`src/sv/ttr_pkg.sv`:
```
// ----------------------------------------------------------------------------
// ttr_pkg
// shared constants, types and helpers of the triangle texel rasterizer
// ----------------------------------------------------------------------------
`default_nettype none

package ttr_pkg;

  localparam int MAX_SIDE      = 64;
  localparam int COORD_ENTRIES = 1024;
  localparam int FRACTION_BITS = 16;

  localparam int CELLS    = MAX_SIDE * MAX_SIDE;
  localparam int CELL_W   = $clog2(CELLS);
  localparam int SIDE_W   = $clog2(MAX_SIDE);
  localparam int ENTRY_W  = $clog2(COORD_ENTRIES);
  localparam int COORD_W  = 18;
  localparam int RES_W    = 7;
  localparam int FACE_W   = 16;
  localparam int WEIGHT_W = 18;
  localparam int TEXEL_W  = 12;
  localparam int CMD_W    = 2;

  // scaled corner, corner difference, area product, area sum
  localparam int POS_W  = COORD_W + RES_W + 1;
  localparam int DIFF_W = POS_W + 1;
  localparam int PROD_W = 2 * DIFF_W;
  localparam int NUM_W  = PROD_W + 1;

  // quotient: three integer bits and the fraction
  localparam int QUOT_W = FRACTION_BITS + 3;
  localparam int WQ_W   = QUOT_W + 1;
  localparam int W2_W   = WQ_W + 2;
  localparam int BND_W  = POS_W - FRACTION_BITS + 2;

  localparam int TOLERANCE = ((1 << FRACTION_BITS) + 5000) / 10000;

  localparam logic [CMD_W-1:0] CMD_LOAD  = 2'd0;
  localparam logic [CMD_W-1:0] CMD_DRAW  = 2'd1;
  localparam logic [CMD_W-1:0] CMD_READ  = 2'd2;
  localparam logic [CMD_W-1:0] CMD_CLEAR = 2'd3;

  typedef struct packed {
    logic signed [COORD_W-1:0] u;
    logic signed [COORD_W-1:0] v;
  } coord_entry_t;

  typedef struct packed {
    logic                       valid;
    logic [FACE_W-1:0]          face;
    logic signed [WEIGHT_W-1:0] wa;
    logic signed [WEIGHT_W-1:0] wb;
    logic signed [WEIGHT_W-1:0] wc;
  } store_entry_t;

  typedef struct packed {
    logic              en;
    logic [CELL_W-1:0] addr;
    store_entry_t      data;
  } store_wr_t;

  function automatic logic signed [WEIGHT_W-1:0] sat_weight(input logic signed [W2_W-1:0] w);
    logic signed [W2_W-1:0] hi;
    logic signed [W2_W-1:0] lo;
    hi = W2_W'((1 << (WEIGHT_W - 1)) - 1);
    lo = -W2_W'(1 << (WEIGHT_W - 1));
    if (w > hi) begin
      return hi[WEIGHT_W-1:0];
    end else if (w < lo) begin
      return lo[WEIGHT_W-1:0];
    end
    return w[WEIGHT_W-1:0];
  endfunction

endpackage

`default_nettype wire

```
`src/sv/ttr_divider.sv`:
```
// ----------------------------------------------------------------------------
// ttr_divider
// signed fixed-point divide, one quotient bit per cycle, saturating at 8
// ----------------------------------------------------------------------------
`default_nettype none

module ttr_divider (
  input  wire logic                             clk,
  input  wire logic                             rst,
  input  wire logic                             start,
  input  wire logic signed [ttr_pkg::NUM_W-1:0] num,
  input  wire logic signed [ttr_pkg::NUM_W-1:0] den,
  output logic                                  busy,
  output logic signed [ttr_pkg::WQ_W-1:0]       quot
);
  import ttr_pkg::*;

  localparam int REM_W = NUM_W + 3;
  localparam int CNT_W = $clog2(QUOT_W);

  logic [REM_W-1:0]  rem;
  logic [NUM_W-1:0]  ud;
  logic [QUOT_W-1:0] q;
  logic              neg;
  logic              chk;
  logic [CNT_W-1:0]  cnt;

  logic [NUM_W-1:0] un_in;
  logic [NUM_W-1:0] ud_in;
  logic [REM_W-1:0] dd;
  logic [REM_W-1:0] d8;

  assign un_in = num[NUM_W-1] ? NUM_W'(-num) : NUM_W'(num);
  assign ud_in = den[NUM_W-1] ? NUM_W'(-den) : NUM_W'(den);
  assign dd    = {1'b0, ud, 2'b00};
  assign d8    = {ud, 3'b000};

  always_ff @(posedge clk) begin
    if (rst) begin
      busy <= 1'b0;
      chk  <= 1'b0;
      cnt  <= '0;
    end else if (start) begin
      busy <= 1'b1;
      chk  <= 1'b1;
      cnt  <= '0;
    end else if (busy && chk) begin
      // integer part of 8 or more saturates
      if (rem >= d8) begin
        busy <= 1'b0;
      end
      chk <= 1'b0;
    end else if (busy) begin
      cnt <= cnt + 1'b1;
      if (cnt == CNT_W'(QUOT_W - 1)) begin
        busy <= 1'b0;
      end
    end
  end

  always_ff @(posedge clk) begin
    if (start) begin
      rem <= REM_W'(un_in);
      ud  <= ud_in;
      neg <= num[NUM_W-1] ^ den[NUM_W-1];
      q   <= '0;
    end else if (busy && chk) begin
      if (rem >= d8) begin
        q <= '1;
      end
    end else if (busy) begin
      if (rem >= dd) begin
        rem <= REM_W'((rem - dd) << 1);
        q   <= {q[QUOT_W-2:0], 1'b1};
      end else begin
        rem <= REM_W'(rem << 1);
        q   <= {q[QUOT_W-2:0], 1'b0};
      end
    end
  end

  assign quot = neg ? -$signed({1'b0, q}) : $signed({1'b0, q});

endmodule

`default_nettype wire

```
`config.mk`:
```
export PLATFORM = sky130hd
export DESIGN_NAME = ttr_divider
export DESIGN_NICKNAME = d
export VERILOG_FILES = /design/src/sv/ttr_pkg.sv /design/src/sv/ttr_divider.sv
export SDC_FILE = /design/constraint.sdc
export NUM_CORES = 1
export LEC_CHECK = 0
export ABC_CLOCK_PERIOD_IN_PS = 4200
export BUFFER_PORTS_ARGS = -buffer_cell sky130_fd_sc_hd__buf_4
export CORE_MARGIN = 2
export CORE_UTILIZATION = 34
export CTS_CLUSTER_DIAMETER = 150
export DETAILED_ROUTE_END_ITERATION = 8
export GPL_ROUTABILITY_DRIVEN = 0
export PLACE_DENSITY = 0.59
export SYNTH_ARGS = -nofsm -noshare
export SYNTH_HDL_FRONTEND = slang
export SYNTH_SLANG_ARGS = --single-unit
```
`constraint.sdc`:
```
create_clock -name clk -period 4.2 [get_ports clk]
set_input_delay 1.05 -clock clk [delete_from_list [all_inputs] [get_ports clk]]
set_output_delay 1.05 -clock clk [all_outputs]
set_load 0.005 [all_outputs]
```
* Word-level counts from Yosys, hierarchy flattened
Cells that the tools add are included.
** Operators by class
- Add/subtract/negate cells :: 5
- Magnitude comparators :: 2
- Eq/ne operators :: 4
- Mux-type cells :: 18
- Bitwise gates (word level) :: 2
- Reductions and logical operators :: 8
** Operators by type and width (count)
- $mux W55 :: 4
- $neg A55 Y55 :: 2
- $ge A58 B57 Y1 :: 1
- $ge A58 B58 Y1 :: 1
- $mux W58 :: 1
- $mux W19 :: 3
- $sub A57 B57 Y57 :: 1
- $mux W54 :: 1
- $mux W20 :: 1
- $neg A19 Y20 :: 1
- $mux W1 :: 8
- $reduce_and A2 Y1 :: 3
- $reduce_bool A2 Y1 :: 3
- $add A5 B1 Y5 const B :: 1
- $eq A5 B5 Y1 const B :: 1
- $ne A3 B2 Y1 const B :: 1
- $ne A2 B1 Y1 const B :: 1
- $ne A2 B2 Y1 const B :: 1
- $reduce_or A2 Y1 :: 1
- $logic_and A1 B1 Y1 :: 1
- $not A1 Y1 :: 1
- $xor A1 B1 Y1 :: 1
** Storage, ports and cells
- Bits in registers :: 140
- Bits of input ports :: 113
- Output and inout bits :: 21

* Depth between registers and ports, before layout
Gate-level depths: netlist of run 1.
- Word-level depth :: 5
- Gate-level depth with buffers :: 15
- Mapped depth without buffers :: 13

* Worst setup path after synthesis of run 1
No wires, ideal clock.
- Path kind :: input port to flip-flop
- Start point :: input num[9] (netlist bit)
- End point :: register rem[50] (data pin)
- Library setup time :: 0.276 ns
- Data arrival time :: 4.061 ns
- Slack :: -0.138 ns
- Stages on the path :: 11
- Cell sequence :: or4_1 > or3_1 > or2_1 > buf_2 > or2_1 > or3_4 > or4_4 > or3_4 > o31ai_4 > xor2_1 > a22oi_1
** On the way
- Word-level cells in the longest chain between the ends :: 3
** Ends and longest elaborated chain
- start, declared :: line ttr_divider.sv:11 : input wire logic signed [ttr_pkg::NUM_W-1:0] num,
- $neg A55 Y55 :: line ttr_divider.sv:33 : assign un_in = num[NUM_W-1] ? NUM_W'(-num) : NUM_W'(num);
- $mux W55 :: line ttr_divider.sv:33
- $mux W55 :: line ttr_divider.sv:62 : if (start) begin
- end signal, assigned :: line ttr_divider.sv:63 : rem <= REM_W'(un_in);
- end signal, assigned :: line ttr_divider.sv:73 : rem <= REM_W'((rem - dd) << 1);
- end signal, assigned :: line ttr_divider.sv:76 : rem <= REM_W'(rem << 1);
- end, declared :: line ttr_divider.sv:21 : logic [REM_W-1:0] rem;
Every way passes these cells.
A chain may end at the register's enable or synchronous reset.

* Worst setup path after layout of run 1
Same ends and word-level chain as after synthesis.

==> results of run 1 <==
power groups by stage:
stage	logic, uW	registers, uW	clock network, uW
after floorplan	1730	1820	0
after global placement	2430	1870	0
after detailed placement	2470	1870	0
after CTS	2490	1840	1560
after global routing	2790	1860	1620
final	2500	1840	1550
worst max-delay path by stage:
| stage | startpoint | slack, ns | cells after the start | end |
|---|---|---|---|---|
| after detailed placement | num[19] | -0.36 | 11 | rem[50]$_DFFE_PP_ |
| final | num[9] | 0.07 | 11 | rem[50]$_DFFE_PP_ |
| after global placement | num[9] | -0.30 | 11 | rem[50]$_DFFE_PP_ |
| after floorplan | num[9] | -0.14 | 11 | rem[50]$_DFFE_PP_ |
| after global routing | num[9] | 0.02 | 11 | rem[50]$_DFFE_PP_ |
| after CTS | num[19] | 0.10 | 11 | rem[50]$_DFFE_PP_ |
registers in the layout (all words and copies together), names as in the netlist:
name and cells:
neg 1, cnt 5, q 19, chk 1
busy 1, rem 58, ud 55
cells in the mapped netlist, drive strengths merged (5+ instances only):
cell	n
a211oi	23
a21boi	5
a21o	55
a21oi	119
a22oi	10
a31oi	11
and2	9
and3	16
buf	6
clkbuf	63
dfxtp	29
edfxtp	111
ha	115
inv	77
mux2i	18
nand2	125
nand2b	12
nand3	20
nand4	38
nor2	67
nor2b	13
nor3	23
nor4	11
o211ai	5
o21a	9
o21ai	103
o21bai	10
o221a	18
o31ai	37
o41ai	21
or2	15
or3	21
or4	26
xnor2	112
xor2	59
stage by stage:
step | setup WS (ns) | total power [uW] | cell area (um^2) | hold slack [ns]
floorplan | -0.1350 | 3551 | 12750 | 0.4768
global placement | -0.3045 | 4292 | 14620 | 0.5115
detailed placement | -0.3556 | 4334 | 14620 | 0.5279
CTS | 0.1022 | 5888 | 15190 | 0.5401
global route | 0.01561 | 6268 | 15200 | 0.5732
finish | 0.07214 | 5887 | 15200 | 0.5432
cell families after synthesis:
| kind of cell | synth area share |
|---|---|
| mux | 0.01590 |
| xor+xnor | 0.1175 |
| fa+ha+maj | 0.1145 |
| compound gates | 0.2321 |
| buf+inv | 0.04339 |
| simple gates | 0.1695 |
| flops | 0.3071 |
final cells by class:
class	instances	area, um^2	share of cell area
Multi-Input combinational cell	1168	8300	0.5462
Tap cell	468	585.6	0.03853
Inverter	77	289.0	0.01902
Timing Repair Buffer	198	1536	0.1011
Clock buffer	18	450.4	0.02964
Sequential cell	140	3914	0.2575
Clock inverter	14	121.4	0.007986
per-layer routing:
metal | track usage | part of all wire
met1 | 0.2633 | 0.45
met2 | 0.3217 | 0.45
met4 | 0.05375 | 0.021
met3 | 0.03739 | 0.071
met5 | 0 | 0
critical path: stages:
cell	delay, ns
buf_4	0.11
or4_1	0.64
or3_1	0.43
or2_1	0.26
or2_1	0.24
or3_4	0.33
or4_4	0.42
or3_4	0.35
o31ai_4	0.19
xor2_1	0.17
a22oi_1	0.10
what timing repair did:
| action | 4_1_cts | 5_1_grt |
|---|---|---|
| hold buffers | 0 | 0 |
| resized for setup | 0 | 1 |
| endpoints found under the setup margin | 0 | 2 |
==> metrics.md, run 1 <==
| Metric | Value |
|---|---|
| Syn_nets | 1683 |
| P per Cell Area | 387.4 nW/um^2 |
| Final core occ | 0.4131 |
| Sw Ratio | 0.3855 |
| Number of global-route vias before repair | around 11000 |
| Worst Hold Endpoint | chk$_SDFFE_PP0P_ |
| Critical path arrival | 4.28 ns |
| Flops & latches, synth | 140 |
| Setup bufs post-CTS | 0 |
| Ys async rst share | 0 |
| Slew margin rel. | 0.4198 |
| Worst R2R Setup Slack | 0.28 ns |
| Worst reg2reg path startpoint | rem[5]$_DFFE_PP_ |
| Ys flop type | edfxtp_1 |
| Die H | about 200 um |
| Maximum VDD drop | ~310 uV |
| Overall fraction of global-route tracks in use | 0.1962 |
| Commonest non-fill, non-tap cell in the layout | buf_4 |
| # rows | 70 |
| Worst hold path class | register to register |
| Total grt overflow | 0 |
| Most frequent cells in the layout | buf_4 (194), nand2_1 (124), a21oi_1 (119), ha_1 (115), xnor2_1 (112) |
| Reg2Reg Depth | 12 |
| Ant diodes | 0 |
| Max FO, Critical Path | 3 |
| Period utilization | 0.9828 |
| IO Port Bufs | 133 |
| Area leader, netlist | edfxtp_1 |
| Worst EP required | roughly 4.4 ns |
| Largest cells by area after synthesis | edfxtp_1 (26%), ha_1 (11%), xnor2_1 (7.7%) |
| EDFF count, synth | 111 |
| Fill count | 3703 |
| Depth of the CTS H-tree | 4 |
| Setup TNS | 0 ns |
| Syn avg cell area | 8.765 um^2 |
| Fin crit period | 4.128 ns |
| Mapped Cells | 1454 |
| Clock skew | 0.009249 ns |
| Initial antenna violation count | 0 |
| YS warnings | 0 |
| Post-Synthesis Cell Area | 12740 um^2 |
| Max_cap viols | 0 |
| Synthesis-to-layout area growth | 19.24% |
| Hold Vio Cnt, Final | 0 |
| Vias per cell | 5.631 |
| Final setup viols | 0 |
| Core ar. | 36790 um^2 |
| Worst slew pin tran | 0.8703 ns |
| First-pass GRT wire length | between 60 and 70 mm |
| FF-to-FF End | rem[56]$_SDFFE_PP0P_ |
| DRC viols | 0 |
| CTS tree | built |
| Routed len/inst | 18.34 um |
| Final WL | 38.20 mm |
| Pleak | about 0.0063 uW |
| Status | finished clean |
| Hold Startpoint | chk$_SDFFE_PP0P_ |
| Clk sinks | 140 |
| Via count | around 12000 |
| Final-report max-slew violation count | 0 |
| Die span in x | about 200 um |
| Drt pass-1 iters | 5 |
| Share of cells above drive strength 1 | 0.1740 |
| Unrepaired setup endpoints after global routing | false |
| CP Class | input port to register |
| Detail Route Antenna Nets | 0 |
| Hpwl dp | 29.18 mm |
| Clock Path Buffers | 2 |
| Internal power | 3618 uW |
| Clock network power share | 0.263 |
| Initial DRC Count | between 800 and 900 |
| Worst Setup Start Kind | input port |
| TritonCTS Buffers | 17 |
| Max Freq | 242.3 MHz |
| Post-synthesis sequential area ratio | 0.3071 |
| Placed Cells | 2051 |
| Nets@finish | 1831 |
| Reg power frac | 0.312 |
| Netlist cell types | 68 |
| Largest net degree at the start of global routing | 147 |
| Yosys top cell area share | 0.2615 |
| CP endpoint kind | register |
| Die area | 39050 um^2 |
| Io pins | 134 |
| WHS Path Cells | 2 |
| Clock Latency Late Sink | about 0.44 ns |
| Root Driver | clkbuf_16 |
| Logic gate share of total power | 0.425 |
| Reg clk slew, reported paths | 0.07 ns |
| P_sw | 2270 uW |
| Post-Layout Cell Count | 2083 |
| Starting Density | 0.3465 |
Power figures use the tool's default switching activity.
==> run 2, diff against run 1 <==
--- a/config.mk
+++ b/config.mk
@@ -5,13 +5,13 @@
 export SDC_FILE = /design/constraint.sdc
 export NUM_CORES = 1
 export LEC_CHECK = 0
-export ABC_CLOCK_PERIOD_IN_PS = 4200
 export BUFFER_PORTS_ARGS = -buffer_cell sky130_fd_sc_hd__buf_4
 export CORE_MARGIN = 2
 export CORE_UTILIZATION = 34
 export CTS_CLUSTER_DIAMETER = 150
 export DETAILED_ROUTE_END_ITERATION = 8
 export GPL_ROUTABILITY_DRIVEN = 0
+export MAX_ROUTING_LAYER = met4
 export PLACE_DENSITY = 0.59
 export SYNTH_ARGS = -nofsm -noshare
 export SYNTH_HDL_FRONTEND = slang
==> run 2 against run 1 <==
Clock-buffer cell count unchanged. Clock skew about the same. Non-clock buffer count unchanged.
==> metrics.md, run 2 (synthesis results as in run 1) <==
| Metric | Value |
|---|---|
| CP Cell Sequence | buf_4 -> or4_1 -> nor4b_1 -> nand3_1 -> or2_1 -> or3_4 -> or4_4 -> or3_4 -> o31ai_4 -> xor2_1 -> a22oi_1 |
| Max Freq | 242.4 MHz (about the same) |
| Starting Density | 0.3465 (unchanged) |
| Detail Route Antenna Nets | 0 (unchanged) |
| Commonest non-fill, non-tap cell in the layout | buf_4 |
| Share of cells above drive strength 1 | 0.1740 (unchanged) |
| Depth of the CTS H-tree | 4 (unchanged) |
| Maximum VDD drop | 306.4 uV (-0.67%) |
| Reg2Reg Depth | 12 (unchanged) |
| Worst hold path class | register to register |
| Pleak | 0.006319 uW (unchanged) |
| Reg power frac | 0.312 (about the same) |
| Setup TNS | 0 ns (unchanged) |
| Fin crit period | 4.125 ns (-0.002613 ns) |
| First-pass GRT wire length | 60.53 mm (about the same) |
| Worst slew pin tran | 0.8795 ns (+0.009259 ns) |
| Crit-path slowest cell | or4_1 |
| Logic gate share of total power | 0.425 (about the same) |
| Initial antenna violation count | 0 (unchanged) |
| Status | finished clean |
| CP Class | input port to register |
| Core ar. | 36790 um^2 (unchanged) |
| Hpwl dp | 29.18 mm (unchanged) |
| Hold Vio Cnt, Final | 0 (unchanged) |
| Root Driver | clkbuf_16 |
| Die area | 39050 um^2 (unchanged) |
| Clock skew | 0.009283 ns (+0.00003314 ns) |
| Final worst slack | 0.07475 ns (+0.002613 ns) |
| Vias per cell | 5.641 (+0.19%) |
| DRC viols | 0 (unchanged) |
| Internal power | 3618 uW (about the same) |
| Max FO, Critical Path | 2 (-1) |
| Ant diodes | 0 (unchanged) |
| Unrepaired setup endpoints after global routing | false |
| WHS Path Cells | 2 (unchanged) |
| Setup bufs post-CTS | 0 (unchanged) |
| Initial DRC Count | 868 (+0.93%) |
| Final hold slack | 0.5431 ns (-0.00007000 ns) |
| Worst EP required | 4.35 ns (about the same) |
| IO Port Bufs | 133 (unchanged) |
| Final setup viols | 0 (unchanged) |
| Max incr delay on CP | 0.63 ns (about the same) |
| Total grt overflow | 0 (unchanged) |
| Max_cap viols | 0 (unchanged) |
| CP endpoint kind | register |
| Worst Setup Start Kind | input port |
| Via count | 11750 (+0.19%) |
| Final WL | 38.22 mm (about the same) |
| Slew margin rel. | 0.4124 (-0.007380) |
| Top flop regs | rem (58), ud (55), q (19) |
| Sw Ratio | 0.3861 (+0.0005699) |
| Die H | 197.6 um (unchanged) |
| WP depth | 11 (unchanged) |
| Clk sinks | 140 (unchanged) |
| Final-report max-slew violation count | 0 (unchanged) |
| Clock Latency Late Sink | 0.44 ns (about the same) |
| # rows | 70 (unchanged) |
| Most frequent cells in the layout | buf_4 (194), nand2_1 (124), a21oi_1 (119), ha_1 (115), xnor2_1 (112) |
| TritonCTS Buffers | 17 (unchanged) |
| Fill count | 3703 (unchanged) |
| Critical path arrival | 4.27 ns (about the same) |
| Crit path max-delay family | simple AND/OR/NAND/NOR gates |
| Nets@finish | 1831 (unchanged) |
| P per Cell Area | 387.8 nW/um^2 (about the same) |
| Max reg flops | 58 (unchanged) |
| Post-Place Worst Slack | -0.3556 ns (unchanged) |
| Routed len/inst | 18.35 um (about the same) |
| Die span in x | 197.6 um (unchanged) |
| Largest net degree at the start of global routing | 147 (unchanged) |
| Overall fraction of global-route tracks in use | 0.2022 (+0.006016) |
| Clock network power share | 0.263 (about the same) |
| Drt pass-1 iters | 7 (+2) |
| Reg clk slew, reported paths | 0.07 ns (about the same) |
| WP buf/inv | 1 (unchanged) |
| Number of global-route vias before repair | 11450 (-0.27%) |
| Synthesis-to-layout area growth | 19.24% (unchanged) |
| Clock Path Buffers | 2 (unchanged) |
| Cell repeated most along the worst path | or3_4 |
| Period utilization | 0.9822 (about the same) |
| P_sw | 2275 uW (+0.25%) |
| Reg with most FFs | rem |
| CTS tree | built |
| Io pins | 134 (unchanged) |
| Final core occ | 0.4131 (unchanged) |
==> run 2: layout make-up <==
type / instances / area, um^2 / share of cell area
flip-flops and latches: 140 / 3914 / 0.2575
multi-input cells: 1168 / 8300 / 0.5462
inverters: 77 / 289.0 / 0.01902
clock buffers: 18 / 450.4 / 0.02964
repair buffers: 198 / 1536 / 0.1011
well taps: 468 / 585.6 / 0.03853
clock inverters: 14 / 121.4 / 0.007986
==> run 2: repair_timing <==
item                                    4_1_cts  5_1_grt
hold buffers                                  0        0
resized for setup                             0        1
endpoints found under the setup margin        0        2
==> run 2: worst paths after layout <==
check	endpoint	slack [ns]	startpoint
setup reg to reg	rem[56]$_SDFFE_PP0P_	0.27	rem[5]$_DFFE_PP_
hold / removal	chk$_SDFFE_PP0P_	0.54	chk$_SDFFE_PP0P_
hold reg to reg	chk$_SDFFE_PP0P_	0.54	chk$_SDFFE_PP0P_
setup / recovery	rem[50]$_DFFE_PP_	0.07	num[19]
==> run 2: tightest hold or removal path, stage by stage (launching register included) <==
cell and delay [ns]:
dfxtp_1 0.35, nand2b_1 0.09, a21oi_1 0.06
==> run 2: routing by layer <==
layer | track usage | routed length [um]
met2 | 0.3216 | 17230
met3 | 0.03363 | 2564
met5 | - | 0
met4 | 0.05458 | 829
met1 | 0.2661 | 17590
==> run 2: per-stage QoR <==
step	area, um^2	cells	power (uW)
after detailed placement	14620	2051	4334
after global routing	15200	2083	6268
after CTS	15190	2083	5888
final	15200	2083	5893
after floorplan	12750	1454	3551
after global placement	14620	2051	4292
==> run 2: power by group through the flow <==
stage | Combinational (uW) | Sequential (uW) | Clock (uW)
2_1_floorplan | 1730 | 1820 | 0
3_3_place_gp | 2430 | 1870 | 0
3_5_place_dp | 2470 | 1870 | 0
4_1_cts | 2490 | 1840 | 1560
5_1_grt | 2790 | 1860 | 1620
6_report | 2510 | 1840 | 1550
